### config.mk
export PLATFORM = sky130hd
export DESIGN_NAME = three_wire_serial_master
export DESIGN_NICKNAME = d
export VERILOG_FILES = /design/src/rtl/tws_pkg.sv /design/src/rtl/tws_in_stage.sv /design/src/rtl/tws_seq.sv /design/src/rtl/tws_out_stage.sv /design/src/rtl/three_wire_serial_master.sv
export SDC_FILE = /design/constraint.sdc
export NUM_CORES = 1
export LEC_CHECK = 0
export ABC_CLOCK_PERIOD_IN_PS = 3100
export BUFFER_PORTS_ARGS = -buffer_cell sky130_fd_sc_hd__buf_2
export CAP_MARGIN = 10
export CORE_AREA = 2 2 101 103
export DETAILED_ROUTE_END_ITERATION = 16
export DIE_AREA = 0 0 103 105
export GPL_ROUTABILITY_DRIVEN = 0
export MAX_ROUTING_LAYER = met4
export PLACE_DENSITY = 0.63
export RECOVER_POWER = 100
export SYNTH_ARGS = -nofsm -noshare
export SYNTH_HDL_FRONTEND = slang
export SYNTH_SLANG_ARGS = --single-unit
### constraint.sdc
create_clock -name clk -period 3.1 [get_ports clk]
set_input_delay 0.31 -clock clk [delete_from_list [all_inputs] [get_ports clk]]
set_output_delay 0.31 -clock clk [all_outputs]
set_load 0.01 [all_outputs]
### src/rtl/tws_pkg.sv
// ----------------------------------------------------------------------------
// tws_pkg
// Shared types and codes for the three-wire serial bus master.
// ----------------------------------------------------------------------------
package tws_pkg;

	localparam int unsigned BYTE_W  = 8;
	localparam int unsigned BIT_W   = 3;
	localparam int unsigned PHASE_W = 3;

	localparam logic [BYTE_W-1:0] HALF_RESET = 8'd2;
	localparam logic [BIT_W-1:0]  LAST_BIT   = 3'd7;

	// sequencer phase codes
	localparam logic [PHASE_W-1:0] PH_IDLE   = 3'd0;
	localparam logic [PHASE_W-1:0] PH_CMD_HI = 3'd1;
	localparam logic [PHASE_W-1:0] PH_CMD_LO = 3'd2;
	localparam logic [PHASE_W-1:0] PH_WR_HI  = 3'd3;
	localparam logic [PHASE_W-1:0] PH_WR_LO  = 3'd4;
	localparam logic [PHASE_W-1:0] PH_TURN   = 3'd5;
	localparam logic [PHASE_W-1:0] PH_RD_HI  = 3'd6;
	localparam logic [PHASE_W-1:0] PH_RD_LO  = 3'd7;

	typedef struct packed {
		logic              start_req;
		logic              req_type;
		logic [BYTE_W-1:0] command;
		logic [BYTE_W-1:0] write_data;
		logic              io_in;
	} item_t;

	typedef struct packed {
		logic              enable_out;
		logic              sclk_out;
		logic              io_out;
		logic              io_drive;
		logic              busy_res;
		logic              done_res;
		logic [BYTE_W-1:0] read_data;
	} result_t;

endpackage

### src/rtl/tws_in_stage.sv
// ----------------------------------------------------------------------------
// tws_in_stage
// Input register: holds one tick word until the sequencer takes it.
// ----------------------------------------------------------------------------
module tws_in_stage (
	input  logic            clk,
	input  logic            arst_n,
	input  logic            in_valid,
	output logic            in_ready,
	input  tws_pkg::item_t  item,
	output logic            valid_s1,
	output tws_pkg::item_t  item_s1,
	input  logic            take
);

	logic valid_q;

	assign in_ready = !valid_q || take;
	assign valid_s1 = valid_q;

	always_ff @(posedge clk or negedge arst_n) begin
		if (!arst_n) begin
			valid_q <= 1'b0;
		end else if (in_ready) begin
			valid_q <= in_valid;
		end
	end

	always_ff @(posedge clk) begin
		if (in_valid && in_ready) begin
			item_s1 <= item;
		end
	end

endmodule

### src/rtl/tws_seq.sv
// ----------------------------------------------------------------------------
// tws_seq
// Bus sequencer: phase, bit and tick counters, shift bytes and the
// half-period register; computes the pin levels for each tick word.
// ----------------------------------------------------------------------------
module tws_seq (
	input  logic                         clk,
	input  logic                         arst_n,
	input  logic                         cfg_we,
	input  logic [tws_pkg::BYTE_W-1:0]   cfg_data,
	input  logic                         step,
	input  tws_pkg::item_t               item_s1,
	output tws_pkg::result_t             res
);

	logic [tws_pkg::BYTE_W-1:0]  half_q;
	logic [tws_pkg::PHASE_W-1:0] phase_q, phase_n;
	logic [tws_pkg::BIT_W-1:0]   bit_q, bit_n;
	logic [tws_pkg::BYTE_W-1:0]  tick_q, tick_n;
	logic [tws_pkg::BYTE_W-1:0]  cmd_q, cmd_n;
	logic [tws_pkg::BYTE_W-1:0]  data_q, data_n;
	logic                        is_read_q, is_read_n;
	logic [tws_pkg::BYTE_W-1:0]  rbyte_q, rbyte_n;
	logic [tws_pkg::BYTE_W-1:0]  eff_half;
	logic                        done;

	// a half period of zero runs as one
	assign eff_half = (half_q == '0) ? tws_pkg::BYTE_W'(1) : half_q;

	always_comb begin
		phase_n   = phase_q;
		bit_n     = bit_q;
		tick_n    = tick_q;
		cmd_n     = cmd_q;
		data_n    = data_q;
		is_read_n = is_read_q;
		rbyte_n   = rbyte_q;
		done      = 1'b0;
		if (phase_q == tws_pkg::PH_IDLE) begin
			if (item_s1.start_req) begin
				cmd_n     = item_s1.command;
				data_n    = item_s1.write_data;
				is_read_n = item_s1.req_type;
				bit_n     = '0;
				phase_n   = tws_pkg::PH_CMD_HI;
				tick_n    = tws_pkg::BYTE_W'(1);
			end
		end else if (tick_q < eff_half) begin
			tick_n = tick_q + tws_pkg::BYTE_W'(1);
		end else begin
			tick_n = tws_pkg::BYTE_W'(1);
			case (phase_q)
				tws_pkg::PH_CMD_HI: phase_n = tws_pkg::PH_CMD_LO;
				tws_pkg::PH_WR_HI:  phase_n = tws_pkg::PH_WR_LO;
				tws_pkg::PH_RD_HI:  phase_n = tws_pkg::PH_RD_LO;
				tws_pkg::PH_CMD_LO: begin
					if (bit_q != tws_pkg::LAST_BIT) begin
						bit_n   = bit_q + tws_pkg::BIT_W'(1);
						phase_n = tws_pkg::PH_CMD_HI;
					end else begin
						bit_n = '0;
						if (is_read_q) begin
							data_n  = '0;
							phase_n = tws_pkg::PH_TURN;
						end else begin
							phase_n = tws_pkg::PH_WR_HI;
						end
					end
				end
				tws_pkg::PH_WR_LO: begin
					if (bit_q != tws_pkg::LAST_BIT) begin
						bit_n   = bit_q + tws_pkg::BIT_W'(1);
						phase_n = tws_pkg::PH_WR_HI;
					end else begin
						bit_n   = '0;
						phase_n = tws_pkg::PH_IDLE;
						tick_n  = '0;
						done    = 1'b1;
					end
				end
				tws_pkg::PH_TURN: begin
					data_n[bit_q] = data_q[bit_q] | item_s1.io_in;
					phase_n       = tws_pkg::PH_RD_HI;
				end
				default: begin
					// low half of a read bit
					if (bit_q != tws_pkg::LAST_BIT) begin
						bit_n         = bit_q + tws_pkg::BIT_W'(1);
						data_n[bit_n] = data_q[bit_n] | item_s1.io_in;
						phase_n       = tws_pkg::PH_RD_HI;
					end else begin
						bit_n   = '0;
						rbyte_n = data_q;
						phase_n = tws_pkg::PH_IDLE;
						tick_n  = '0;
						done    = 1'b1;
					end
				end
			endcase
		end
	end

	always_comb begin
		res            = '0;
		res.busy_res   = (phase_n != tws_pkg::PH_IDLE);
		res.enable_out = res.busy_res;
		res.done_res   = done;
		res.read_data  = rbyte_n;
		res.sclk_out   = (phase_n == tws_pkg::PH_CMD_HI) || (phase_n == tws_pkg::PH_WR_HI)
			|| (phase_n == tws_pkg::PH_RD_HI);
		if ((phase_n == tws_pkg::PH_CMD_HI) || (phase_n == tws_pkg::PH_CMD_LO)) begin
			res.io_drive = 1'b1;
			res.io_out   = cmd_n[bit_n];
		end else if ((phase_n == tws_pkg::PH_WR_HI) || (phase_n == tws_pkg::PH_WR_LO)) begin
			res.io_drive = 1'b1;
			res.io_out   = data_n[bit_n];
		end
	end

	always_ff @(posedge clk or negedge arst_n) begin
		if (!arst_n) begin
			half_q <= tws_pkg::HALF_RESET;
		end else if (cfg_we) begin
			half_q <= cfg_data;
		end
	end

	always_ff @(posedge clk or negedge arst_n) begin
		if (!arst_n) begin
			phase_q   <= tws_pkg::PH_IDLE;
			bit_q     <= '0;
			tick_q    <= '0;
			cmd_q     <= '0;
			data_q    <= '0;
			is_read_q <= 1'b0;
			rbyte_q   <= '0;
		end else if (step) begin
			phase_q   <= phase_n;
			bit_q     <= bit_n;
			tick_q    <= tick_n;
			cmd_q     <= cmd_n;
			data_q    <= data_n;
			is_read_q <= is_read_n;
			rbyte_q   <= rbyte_n;
		end
	end

endmodule

### src/rtl/tws_out_stage.sv
// ----------------------------------------------------------------------------
// tws_out_stage
// Result register: holds one result word until the consumer takes it.
// ----------------------------------------------------------------------------
module tws_out_stage (
	input  logic              clk,
	input  logic              arst_n,
	input  logic              load,
	input  tws_pkg::result_t  res,
	output logic              free,
	output logic              out_valid,
	input  logic              out_ready,
	output tws_pkg::result_t  res_q
);

	logic valid_q;

	assign free      = !valid_q || out_ready;
	assign out_valid = valid_q;

	always_ff @(posedge clk or negedge arst_n) begin
		if (!arst_n) begin
			valid_q <= 1'b0;
		end else if (free) begin
			valid_q <= load;
		end
	end

	always_ff @(posedge clk) begin
		if (load) begin
			res_q <= res;
		end
	end

endmodule

### src/rtl/three_wire_serial_master.sv
// ----------------------------------------------------------------------------
// three_wire_serial_master
// Three-wire serial bus master, LSB first; one input word per timing tick.
// ----------------------------------------------------------------------------
// channel  | signals                                   | direction
// ---------+-------------------------------------------+----------
// in       | in_valid/in_ready, start_req .. io_in     | into block
// out      | out_valid/out_ready, enable_out .. read_d | out of block
// cfg      | cfg_valid/cfg_ready, cfg_data             | into block
//
// one word per clock sustained while the output is not stalled; an accepted
// word goes via the input register and sequencer into the result register
// reset puts the bus idle with a half period of two ticks
// a stalled output holds the sequencer and, one word later, the input side
// cfg is always ready and takes effect on the next sequencer step
// ----------------------------------------------------------------------------
module three_wire_serial_master (
	input  logic                        clk,
	input  logic                        arst_n,
	input  logic                        in_valid,
	output logic                        in_ready,
	input  logic                        start_req,
	input  logic                        req_type,
	input  logic [tws_pkg::BYTE_W-1:0]  command,
	input  logic [tws_pkg::BYTE_W-1:0]  write_data,
	input  logic                        io_in,
	output logic                        out_valid,
	input  logic                        out_ready,
	output logic                        enable_out,
	output logic                        sclk_out,
	output logic                        io_out,
	output logic                        io_drive,
	output logic                        busy_res,
	output logic                        done_res,
	output logic [tws_pkg::BYTE_W-1:0]  read_data,
	input  logic                        cfg_valid,
	output logic                        cfg_ready,
	input  logic [tws_pkg::BYTE_W-1:0]  cfg_data
);

	tws_pkg::item_t   item, item_s1;
	tws_pkg::result_t res, res_q;
	logic             valid_s1;
	logic             free;
	logic             step;

	assign cfg_ready = 1'b1;

	assign item.start_req  = start_req;
	assign item.req_type   = req_type;
	assign item.command    = command;
	assign item.write_data = write_data;
	assign item.io_in      = io_in;

	assign step = valid_s1 && free;

	tws_in_stage u_in (
		.clk      (clk),
		.arst_n   (arst_n),
		.in_valid (in_valid),
		.in_ready (in_ready),
		.item     (item),
		.valid_s1 (valid_s1),
		.item_s1  (item_s1),
		.take     (step)
	);

	tws_seq u_seq (
		.clk      (clk),
		.arst_n   (arst_n),
		.cfg_we   (cfg_valid && cfg_ready),
		.cfg_data (cfg_data),
		.step     (step),
		.item_s1  (item_s1),
		.res      (res)
	);

	tws_out_stage u_out (
		.clk       (clk),
		.arst_n    (arst_n),
		.load      (step),
		.res       (res),
		.free      (free),
		.out_valid (out_valid),
		.out_ready (out_ready),
		.res_q     (res_q)
	);

	assign enable_out = res_q.enable_out;
	assign sclk_out   = res_q.sclk_out;
	assign io_out     = res_q.io_out;
	assign io_drive   = res_q.io_drive;
	assign busy_res   = res_q.busy_res;
	assign done_res   = res_q.done_res;
	assign read_data  = res_q.read_data;

endmodule

* Yosys cells after proc, flatten, opt, wreduce, memory -nomap -nowiden
Index checks and enable logic that the tools add are counted.
** Operators by class
- Add/subtract/negate cells :: 2
- Reduce and logical (&&, ||, !) cells :: 22
- Bitwise logic cells :: 2
- Equal/unequal tests :: 13
- $lt $le $gt $ge :: 6
- Muxes and demuxes :: 49
** Operators by type and width (count)
- $mux 8 :: 17
- $mux 3 :: 11
- $pmux 8 s3 :: 1
- $pmux 3 s6 :: 1
- $bwmux 8 :: 2
- $eq 3x3->1 const B :: 5
- $bmux 1 s3 :: 4
- $eq 3x2->1 const B :: 4
- $lt 3x4->1 const B :: 3
- $add 8x1->8 const B :: 1
- $logic_not 8->1 :: 1
- $lt 8x8->1 :: 1
- $mux 1 :: 8
- $reduce_or 4->1 :: 2
- $reduce_or 7->1 :: 1
- $demux 1 s3 :: 2
- $eq 3x1->1 const B :: 2
- $ge 3x1->1 const B :: 2
- $logic_or 1x1->1 :: 6
- $mux 2 :: 3
- $reduce_or 6->1 :: 1
- $reduce_or 5->1 :: 1
- $logic_and 1x1->1 :: 4
- $add 3x1->3 const B :: 1
- other kinds (8) :: 10
** Storage, ports and cells
- Bits of input ports :: 32
- Logic and storage cells :: 115
- Register bits :: 81
- Output and inout bits :: 17

* Logic depth before layout (Yosys ltp)
Gate-level depths: netlist of run 1.
- Depth in word-level cells :: 14
- Mapped depth :: 12
- Mapped depth without buffers :: 11

* Hierarchy
From an unflattened synthesis of run 1, not the netlist that was laid out.
** Unflattened totals
- Cells, all modules :: 416
- Area, all modules :: 4455.5 µm²
** By module, submodules not included
- tws_seq :: area each 3345.7 µm², cells each 373, instances 1, sequential area each 1177.4 µm²
- tws_in_stage :: area each 624.3 µm², cells each 23, instances 1, sequential area each 595.6 µm²
- tws_out_stage :: area each 467.9 µm², cells each 17, instances 1, sequential area each 445.4 µm²
- three_wire_serial_master :: area each 17.5 µm², cells each 3, instances 1, sequential area each 0.0 µm²

* Worst setup path before layout of run 1
OpenSTA, ideal clock, no wires.
- Kind :: register -> register
- Start :: reg u_seq.half_q[1] (netlist bit)
- End :: reg u_out.res_q[11] (netlist name)
- Period minus slack after synthesis :: 2.832 ns
- Path buffers :: 0
- Required time :: 2.836 ns
- Path slack :: 0.268 ns
- Arrival :: 2.569 ns
- Setup time :: 0.264 ns
- Stages on the path, launching flop included :: 11
- Path through :: dfstp_2 inv_1 ha_1 o221ai_2 a221oi_4 o2111ai_4 mux2_4 mux2_4 a221oi_2 a31oi_1 o2bb2ai_1
** RTL lines
- start: declaration :: RTL line tws_seq.sv:16 : logic [tws_pkg::BYTE_W-1:0] half_q;
- start signal: assignment :: RTL line tws_seq.sv:122 : half_q <= tws_pkg::HALF_RESET;
- start signal: assignment :: RTL line tws_seq.sv:124 : half_q <= cfg_data;

==> flow_summary.json, run 1 <==
{
  "placed_cell_area_um2": 4740,
  "rows": 36,
  "wl_per_cell_um": 16.1,
  "dieWidth_um": 103,
  "clk_latency_ps": 360,
  "hold_viol": 0,
  "clockRootBuffer": "clkbuf_8",
  "min_period_ps": 2980,
  "async_flop_share": 0.605,
  "path_clk_slew_ps": 80,
  "final_cells": 614,
  "pwr-share-seq": 0.408,
  "setup.worst_path.class": "reg -> reg",
  "max_freq_mhz": 336,
  "status": "complete, no violations",
  "pwr-share-comb": 0.350,
  "grt_pass1_wl_um": 16600,
  "path_max_fanout": 5,
  "die_h_um": 105,
  "min_from": "write_data[0]",
  "critical-path-slowest-cell": "or4_1",
  "cts_tree": "built",
  "routed_wl_um": 9880,
  "skew_ps": 6.63,
  "drive_gt1_frac": 0.214,
  "synth.area.top_cells": "dfrtp_1 28%, edfxtp_1 22%, nand2_1 5.6%, mux2_2 5.2%, o21ai_0 4.5%",
  "clockBufferDepth": 2,
  "cpMostUsedCell": "a221oi_4",
  "path_cells": "or4_1, o221ai_2, a221oi_4, o2111ai_4, buf_4, mux2i_4, nand2_1, a221oi_4, nor4_2, o2bb2ai_1",
  "dp.cells": 594,
  "grt.busiest_layer": "met2",
  "whs_path_depth": 1,
  "clkPwrFrac": 0.242,
  "yosysWarnings": 0,
  "final_area_um2": 5040,
  "synth-edff-count": 32,
  "p_leak_nw": 2.07,
  "avgSynthCellArea_um2": 10.4,
  "cp_num_buf_inv": 1,
  "ys_types": 69,
  "yosysMostFrequentCell": "nand2_1",
  "synth_area_um2": 4310,
  "antenna_found_initial": 0,
  "max_slew_margin": 0.101,
  "regToRegSetupSlack_ps": 120,
  "startpoint": "u_seq.half_q[4]$_DFFE_PN0P_",
  "synth_area_leader_cell": "dfrtp_1",
  "p_int_mw": 2.43,
  "r2r_cells": 10,
  "syn_nets": 459,
  "final_util": 0.523,
  "worstPathRequired_ps": 3210,
  "grt_pass1_vias": 3341,
  "synth-seq-area-share": 0.507,
  "met3_usage": 0.0388,
  "core_um2": 9640,
  "hp-class": "in -> reg",
  "drc": 0,
  "finalNetCount": 519,
  "cap_viol_max_count": 0,
  "grt_usage": 0.204,
  "r2r-end": "u_out.res_q[11]$_DFFE_PP_",
  "port_buffers": 47,
  "die_area_um2": 10800,
  "total_power_mw": 3.78,
  "cp-start-kind": "flop",
  "grt_max_degree": 26,
  "h-tree-depth": 3,
  "use_met1": 0.280,
  "clock_sinks": 81,
  "crit_family": "compound AO/OA/AOI/OAI gates",
  "slowest_delay_ps": 560,
  "cp.arrival_ps": 3090,
  "powerDensity_nw_per_um2": 749,
  "cts_made_buffers": 9,
  "area_growth_pct": 16.9,
  "p_switching_mw": 1.35,
  "pin_count": 49,
  "drv_slew": 0,
  "firstDrtPassIters": 6,
  "synth_top_area_share": 0.278,
  "setup_viol": 0,
  "swShare": 0.357,
  "whs_endpoint": "u_in.item_s1[1]$_DFFE_PP_",
  "cp.depth": 10,
  "ys_ff_latch": 81,
  "yosys_most_used_dff": "dfrtp_1",
  "dpl.hpwl_um": 7120,
  "syn_inst": 416,
  "viasPerCell": 5.68,
  "rr_startpoint": "u_seq.half_q[4]$_DFFE_PN0P_",
  "drtIter0Drc": 332,
  "drtAntennaViolNets": 0,
  "grt_overflow_total": 0,
  "synthTopCellsByCount": "64 x nand2_1, 48 x dfrtp_1, 39 x o21ai_0",
  "antenna_cells": 0,
  "post-route-period-util": 0.961,
  "grtUsageMet2": 0.292,
  "initial_utilization": 0.448,
  "vias": 3490,
  "ir_drop_v": 0.000375,
  "end_kind": "flop",
  "worst_pin_slew_ps": 1350
}
-- sequential cells by signal, summed over array words and instances, names as in the netlist --
| signal | flops |
|---|---|
| u_seq.phase_q | 3 |
| u_seq.is_read_q | 1 |
| u_seq.half_q | 8 |
| u_in.item_s1 | 19 |
| u_out.res_q | 13 |
| u_seq.tick_q | 8 |
| u_seq.data_q | 8 |
| u_seq.bit_q | 3 |
| u_seq.rbyte_q | 8 |
| u_seq.cmd_q | 8 |
| u_in.valid_s1 | 1 |
| u_out.out_valid | 1 |
-- power groups by stage --
| stage | clock network (mW) | registers [mW] | logic (mW) |
|---|---|---|---|
| detailed placement | 0 | 1.55 | 1.29 |
| global placement | 0 | 1.55 | 1.28 |
| finish | 0.912 | 1.54 | 1.32 |
| CTS | 0.937 | 1.53 | 1.29 |
| global route | 0.979 | 1.57 | 1.47 |
| floorplan | 0 | 1.47 | 0.944 |
-- placed cells by master, fill, tap and decap left out, drive strengths merged, types with 9 or more instances in the layout --
cell type / count
o21ai: 39
edfxtp: 32
a31oi: 10
inv: 19
nor3: 9
nor2: 21
dfrtp: 48
buf: 47
clkbuf: 34
mux2: 22
nand3: 14
a21oi: 12
ha: 11
nand2: 64
-- worst max-delay path by stage --
stage                                            to  slack (ps)
final                     u_out.res_q[11]$_DFFE_PP_         120
after global routing      u_out.res_q[11]$_DFFE_PP_         -20
after CTS                 u_out.res_q[11]$_DFFE_PP_          20
after detailed placement  u_out.res_q[11]$_DFFE_PP_         -50
after global placement    u_out.res_q[11]$_DFFE_PP_         -80
after floorplan           u_out.res_q[11]$_DFFE_PP_         270
-- routing by layer --
metal,part of all wire,up-vias
li1,-,1656
met1,0.46,1682
met2,0.45,119
met3,0.056,33
met4,0.032,0
met5,0,-
-- per-stage QoR --
stage / TNS (ps) / hold slack [ps] / setup slack (ps)
after floorplan: 0 / 14.4 / 268
after global placement: -81.3 / 338 / -81.3
after detailed placement: -49.6 / 335 / -49.6
after CTS: 0 / 102 / 16.1
after global routing: -23.5 / 102 / -23.5
final: 0 / 117 / 120
-- area by class of cell --
cell class	count	area [µm²]
Fill cell	906	4590
Sequential cell	81	2190
Multi-Input combinational cell	293	1990
Timing Repair Buffer	71	392
Tap cell	133	166
Clock buffer	11	131
Clock inverter	5	104
Inverter	20	75.1
-- logic make-up (layout without fill, tap and decap cells) --
group / after synthesis / count (layout) / synth area share
AND/OR/NAND/NOR: 141 / 141 / 0.155
AO/OA/AOI/OAI: 114 / 114 / 0.190
flip-flops: 81 / 81 / 0.507
buffers and inverters: 42 / 107 / 0.0473
multiplexers: 24 / 24 / 0.0638
adder cells (fa/ha/maj): 11 / 11 / 0.0319
XOR/XNOR: 2 / 2 / 0.00406
other: 1 / 1 / 0.000869
-- timing repair --
item	CTS	global route
setup buffers	0	3
hold buffers	1	0
endpoints found under the hold margin	23	0
pin swaps	0	4
resized for setup	2	11
endpoints found under the setup margin	1	2
No activity file was read; power rests on OpenSTA's default activity.
==> inputs of run 2 (changes only) <==
--- a/config.mk
+++ b/config.mk
@@ -8,13 +8,14 @@
 export ABC_CLOCK_PERIOD_IN_PS = 3100
 export BUFFER_PORTS_ARGS = -buffer_cell sky130_fd_sc_hd__buf_2
 export CAP_MARGIN = 10
-export CORE_AREA = 2 2 101 103
+export CORE_AREA = 2 2 103 105
 export DETAILED_ROUTE_END_ITERATION = 16
-export DIE_AREA = 0 0 103 105
+export DIE_AREA = 0 0 105 107
 export GPL_ROUTABILITY_DRIVEN = 0
 export MAX_ROUTING_LAYER = met4
 export PLACE_DENSITY = 0.63
 export RECOVER_POWER = 100
 export SYNTH_ARGS = -nofsm -noshare
 export SYNTH_HDL_FRONTEND = slang
+export SYNTH_HIERARCHICAL = 1
 export SYNTH_SLANG_ARGS = --single-unit
==> flow_summary.json, run 2 <==
{
  "synth-edff-count": 33,
  "avgSynthCellArea_um2": 10.7,
  "worst_pin_slew_ps": 2620,
  "whs_path_depth": 1,
  "path_max_fanout": 7,
  "cts_tree": "built",
  "dieWidth_um": 105,
  "regToRegSetupSlack_ps": 80,
  "path_clk_slew_ps": 80,
  "hp-class": "in -> reg",
  "post-route-period-util": 0.973,
  "yosysWarnings": 6,
  "setup_viol": 0,
  "grt_overflow_total": 0,
  "final_area_um2": 5180,
  "cp-start-kind": "flop",
  "rr_startpoint": "u_seq/half_q[2]$_DFFE_PN0P_",
  "status": "finished, violations left",
  "synth_area_leader_cell": "dfrtp_1",
  "synth-seq-area-share": 0.498,
  "fillers": 973,
  "r2r-end": "u_out/res_q[11]$_DFFE_PP_",
  "clockRootBuffer": "clkbuf_8",
  "end_kind": "flop",
  "initial_utilization": 0.441,
  "clock_sinks": 82,
  "area_growth_pct": 16.3,
  "clockBufferDepth": 2,
  "min_from": "write_data[3]",
  "grt_pass1_vias": 3457,
  "yosys_most_used_dff": "dfrtp_1",
  "startpoint": "u_seq/half_q[2]$_DFFE_PN0P_",
  "r2r_cells": 12,
  "wl_per_cell_um": 16.5,
  "top_register": "u_in/item_s1",
  "synth.area.top_cells": "dfrtp_1 27%, edfxtp_1 22%, mux2_2 7.8%, nand2_1 3.6%, o21ai_0 3.1%",
  "routed_wl_um": 10300,
  "drive_gt1_frac": 0.270,
  "grt_pass1_wl_um": 17200,
  "drtIter0Drc": 335,
  "setup.worst_path.class": "reg -> reg",
  "violations": "max-capacitance violations, max-slew violations",
  "dpl.hpwl_um": 7520,
  "yosysMostFrequentCell": "dfrtp_1",
  "multiInputGateArea_um2": 2110,
  "die_h_um": 107,
  "worstPathRequired_ps": 3320,
  "largestRegisters": "u_in/item_s1 x19, u_out/res_q x14",
  "async_flop_share": 0.598,
  "ir_drop_v": 0.000273,
  "placed_cell_area_um2": 4950,
  "largest_reg_flops": 19,
  "port_buffers": 47,
  "antenna_found_initial": 0,
  "core_um2": 10100,
  "viasPerCell": 5.68,
  "clk_latency_ps": 350,
  "ys_types": 74,
  "skew_ps": 10.5,
  "max_freq_mhz": 332,
  "h-tree-depth": 3,
  "hold_viol": 0,
  "grt_usage": 0.200,
  "vias": 3532,
  "ctsHoldBuffers": 0,
  "p_leak_nw": 2.13,
  "final_cell_mix": "48 x dfrtp_1, 43 x nand2_1, 33 x edfxtp_1",
  "cp.arrival_ps": 3240,
  "drv_slew": 50,
  "pin_count": 49,
  "powerDensity_nw_per_um2": 767,
  "ys_ff_latch": 82,
  "syn_inst": 416,
  "seqCellArea_um2": 2220,
  "synth_area_um2": 4460,
  "final_common_cell": "dfrtp_1",
  "die_area_um2": 11200,
  "synthTopCellsByCount": "48 x dfrtp_1, 43 x nand2_1, 33 x edfxtp_1",
  "rows": 37,
  "synth_top_area_share": 0.270,
  "cap_viol_max_count": 1,
  "total_power_mw": 3.98,
  "drtAntennaViolNets": 0,
  "antenna_cells": 0,
  "whs_endpoint": "u_in/item_s1[4]$_DFFE_PP_",
  "drc": 0,
  "min_period_ps": 3020,
  "firstDrtPassIters": 5,
  "syn_nets": 458,
  "max_slew_margin": -0.746,
  "cts_made_buffers": 9,
  "grt_max_degree": 50,
  "finalNetCount": 523
}
==> run 2: worst max path at each step <==
stage,end,slack [ps],cells past startpoint
after CTS,u_out/res_q[11]$_DFFE_PP_,90,12
after detailed placement,u_out/res_q[11]$_DFFE_PP_,90,12
final,u_out/res_q[11]$_DFFE_PP_,80,12
after floorplan,u_out/res_q[11]$_DFFE_PP_,190,10
after global routing,u_out/res_q[11]$_DFFE_PP_,-20,12
after global placement,u_out/res_q[11]$_DFFE_PP_,180,11
==> run 2: final cells by class <==
| cell class | count | share of cell area |
|---|---|---|
| Clock inverter | 5 | 0.00555 |
| Multi-Input combinational cell | 294 | 0.407 |
| Timing Repair Buffer | 79 | 0.0900 |
| Clock buffer | 11 | 0.0253 |
| Tap cell | 136 | 0.0328 |
| Inverter | 15 | 0.0109 |
| Sequential cell | 82 | 0.428 |
==> run 2: metal layers <==
metal	routed length, µm	vias to the layer above	track usage
met1	4620	1674	0.267
li1	-	1684	-
met2	4730	158	0.306
met3	790	16	0.0426
met5	0	-	-
met4	156	0	0.0667
==> run 2: repair_timing <==
action	in CTS	in global routing
setup buffers	0	4
resized for setup	0	14
endpoints found under the hold margin	0	0
setup endpoints to repair	0	5
==> run 2: where the power goes <==
part / total (mW) / internal [mW] / switching, mW
Clock: 0.670 / 0.290 / 0.380
Combinational: 1.70 / 0.750 / 0.947
Sequential: 1.61 / 1.39 / 0.224
Total: 3.98 / 2.43 / 1.55
==> run 2: cells by family after synthesis <==
family,share of synthesized area
buffers and inverters,0.0388
DFF,0.498
and+or+nand+nor,0.149
muxes,0.0977
other,0.000842
AOI/OAI and AO/OA,0.177
adders and majority gates,0.0281
xor gates and xnor gates,0.00983
==> run 2: critical path, stage by stage (launching register included) <==
cell and delay, ps:
dfrtp_1 390, or4_4 530, o221ai_4 200, a221oi_4 90, buf_6 160, o21ai_4 240
buf_12 150, mux2_2 360, a311oi_2 200, o311ai_1 150, o211ai_1 230, nand3_1 100
nand3_1 90
==> run 2: stage by stage <==
stage / hold slack [ps] / setup WS, ps / instances / TNS [ps] / util
after floorplan: 14.4 / 188 / 416 / 0 / -
after global placement: 462 / 175 / 602 / 0 / 0.491
after detailed placement: 465 / 86.3 / 602 / 0 / 0.491
after CTS: 110 / 89.6 / 618 / 0 / 0.507
after global routing: 107 / -16.8 / 622 / -16.8 / 0.514
final: 128 / 83.5 / 622 / 0 / 0.514
==> inputs of run 3 (changes only) <==
--- a/config.mk
+++ b/config.mk
@@ -5,7 +5,7 @@
 export SDC_FILE = /design/constraint.sdc
 export NUM_CORES = 1
 export LEC_CHECK = 0
-export ABC_CLOCK_PERIOD_IN_PS = 3100
+export ABC_CLOCK_PERIOD_IN_PS = 3300
 export BUFFER_PORTS_ARGS = -buffer_cell sky130_fd_sc_hd__buf_2
 export CAP_MARGIN = 10
 export CORE_AREA = 2 2 103 105
==> constraint.sdc (replaced) <==
create_clock -name clk -period 3.3 [get_ports clk]
set_input_delay 0.33 -clock clk [delete_from_list [all_inputs] [get_ports clk]]
set_output_delay 0.33 -clock clk [all_outputs]
set_load 0.01 [all_outputs]
==> flow_summary.json, run 3 (synthesized netlist as in run 2, its figures left out) <==
{
  "grt_pass1_wl_um": 16600,
  "hp-class": "in -> reg",
  "clk_latency_ps": 370,
  "drtAntennaViolNets": 0,
  "cp-start-kind": "flop",
  "grt_pass1_vias": 3292,
  "skew_ps": 11.9,
  "cts_tree": "built",
  "multiInputGateArea_um2": 2050,
  "cts_made_buffers": 9,
  "pwr-share-seq": 0.418,
  "dieWidth_um": 105,
  "clockRootBuffer": "clkbuf_8",
  "pin_count": 49,
  "end_kind": "flop",
  "routed_wl_um": 10000,
  "pwr-share-comb": 0.409,
  "viasPerCell": 5.71,
  "drive_gt1_frac": 0.229,
  "place_ws_ps": 208,
  "swShare": 0.386,
  "initial_utilization": 0.441,
  "setup_viol": 0,
  "h-tree-depth": 3,
  "hold_viol": 0,
  "ir_drop_v": 0.000312,
  "worst_pin_slew_ps": 1370,
  "clock_sinks": 82,
  "final_common_cell": "dfrtp_1",
  "rows": 37,
  "max_slew_margin": 0.0849,
  "r2r_cells": 11,
  "drc": 0,
  "finalNetCount": 518,
  "worstPathRequired_ps": 3530,
  "min_period_ps": 3140,
  "fillers": 973,
  "path_max_fanout": 10,
  "dpl.hpwl_um": 7440,
  "drv_slew": 0,
  "whs_path_depth": 1,
  "post-route-period-util": 0.952,
  "clkPwrFrac": 0.173,
  "grt_max_degree": 29,
  "setup.worst_path.class": "reg -> reg",
  "die_area_um2": 11200,
  "core_um2": 10100,
  "port_buffers": 47,
  "cap_viol_max_count": 0,
  "p_switching_mw": 1.40,
  "p_leak_nw": 2.07,
  "die_h_um": 107,
  "placed_cell_area_um2": 4940,
  "tns_ps": 0,
  "drtIter0Drc": 355,
  "top_register": "u_in/item_s1",
  "timing.final.ws_setup_ps": 158,
  "grt_usage": 0.195,
  "holdWs_ps": 132,
  "antenna_found_initial": 0,
  "final_area_um2": 5050,
  "wl_per_cell_um": 16.2,
  "largest_reg_flops": 19,
  "cp.arrival_ps": 3370,
  "regToRegSetupSlack_ps": 160,
  "final_util": 0.501,
  "p_int_mw": 2.22,
  "firstDrtPassIters": 5,
  "max_freq_mhz": 318,
  "post-cts-setup-buffers": 0,
  "antenna_cells": 0,
  "powerDensity_nw_per_um2": 717,
  "seqCellArea_um2": 2220,
  "status": "complete, no violations",
  "clockBufferDepth": 2,
  "largestRegisters": "u_in/item_s1 x19, u_out/res_q x14",
  "final_cell_mix": "48 x dfrtp_1, 43 x nand2_1, 33 x edfxtp_1",
  "area_growth_pct": 13.5,
  "grt_overflow_total": 0,
  "vias": 3525,
  "path_clk_slew_ps": 80,
  "grt_setup_unrepaired": "false"
}
==> run 3: power by group through the flow <==
stage,Sequential [mW],Combinational [mW],Clock (mW)
after CTS,1.51,1.49,0.652
after global placement,1.53,1.45,0
final,1.51,1.48,0.627
after detailed placement,1.53,1.48,0
after global routing,1.54,1.63,0.701
after floorplan,1.47,1.06,0
==> run 3: metrics by stage <==
| stage | power [mW] | std cells |
|---|---|---|
| final | 3.62 | 617 |
| after global placement | 2.98 | 600 |
| after CTS | 3.65 | 617 |
| after detailed placement | 3.01 | 600 |
| after floorplan | 2.53 | 416 |
| after global routing | 3.87 | 617 |
==> run 3: worst max-delay path: stages (launching register included) <==
cell and delay [ps]:
dfrtp_1 390, or4_1 550, o221ai_2 200, a221oi_4 100, o21ai_4 350, mux2i_2 380
buf_4 200, nor4_1 50, a31o_2 230, o211ai_1 300, nand3_1 120, nand3_1 120
==> run 3: what timing repair did <==
item / in CTS / in global routing
hold endpoints to repair: 21 / 0
hold buffers: 1 / 0
endpoints found under the setup margin: 0 / 1
resized for setup: 0 / 2
==> run 3: worst paths after layout <==
check                                       startpoint                     endpoint
min                                      write_data[7]    u_in/item_s1[8]$_DFFE_PP_
max in group asynchronous                       arst_n  u_seq/data_q[2]$_DFFE_PN0P_
max reg2reg                u_seq/half_q[2]$_DFFE_PN0P_    u_out/res_q[11]$_DFFE_PP_
max                        u_seq/half_q[2]$_DFFE_PN0P_    u_out/res_q[11]$_DFFE_PP_
min in group asynchronous                       arst_n  u_seq/tick_q[0]$_DFFE_PN0P_
min reg2reg                 u_in/item_s1[17]$_DFFE_PP_  u_seq/is_read_q$_DFFE_PN0P_
==> run 3: per-layer routing <==
layer  GRT usage  part of all wire  vias to the layer above
met3      0.0462             0.078                       28
li1            -                 -                     1676
met2       0.289              0.44                      161
met1       0.258              0.45                     1660
met4      0.0790             0.028                        0
met5           -                 0                        -
==> run 3: cell type report <==
cell class              count  area share
well taps                 136      0.0337
inverters                  15      0.0111
clock inverters             4     0.00371
flip-flops and latches     82       0.439
clock buffers              12      0.0287
repair buffers             74      0.0780
multi-input cells         294       0.406
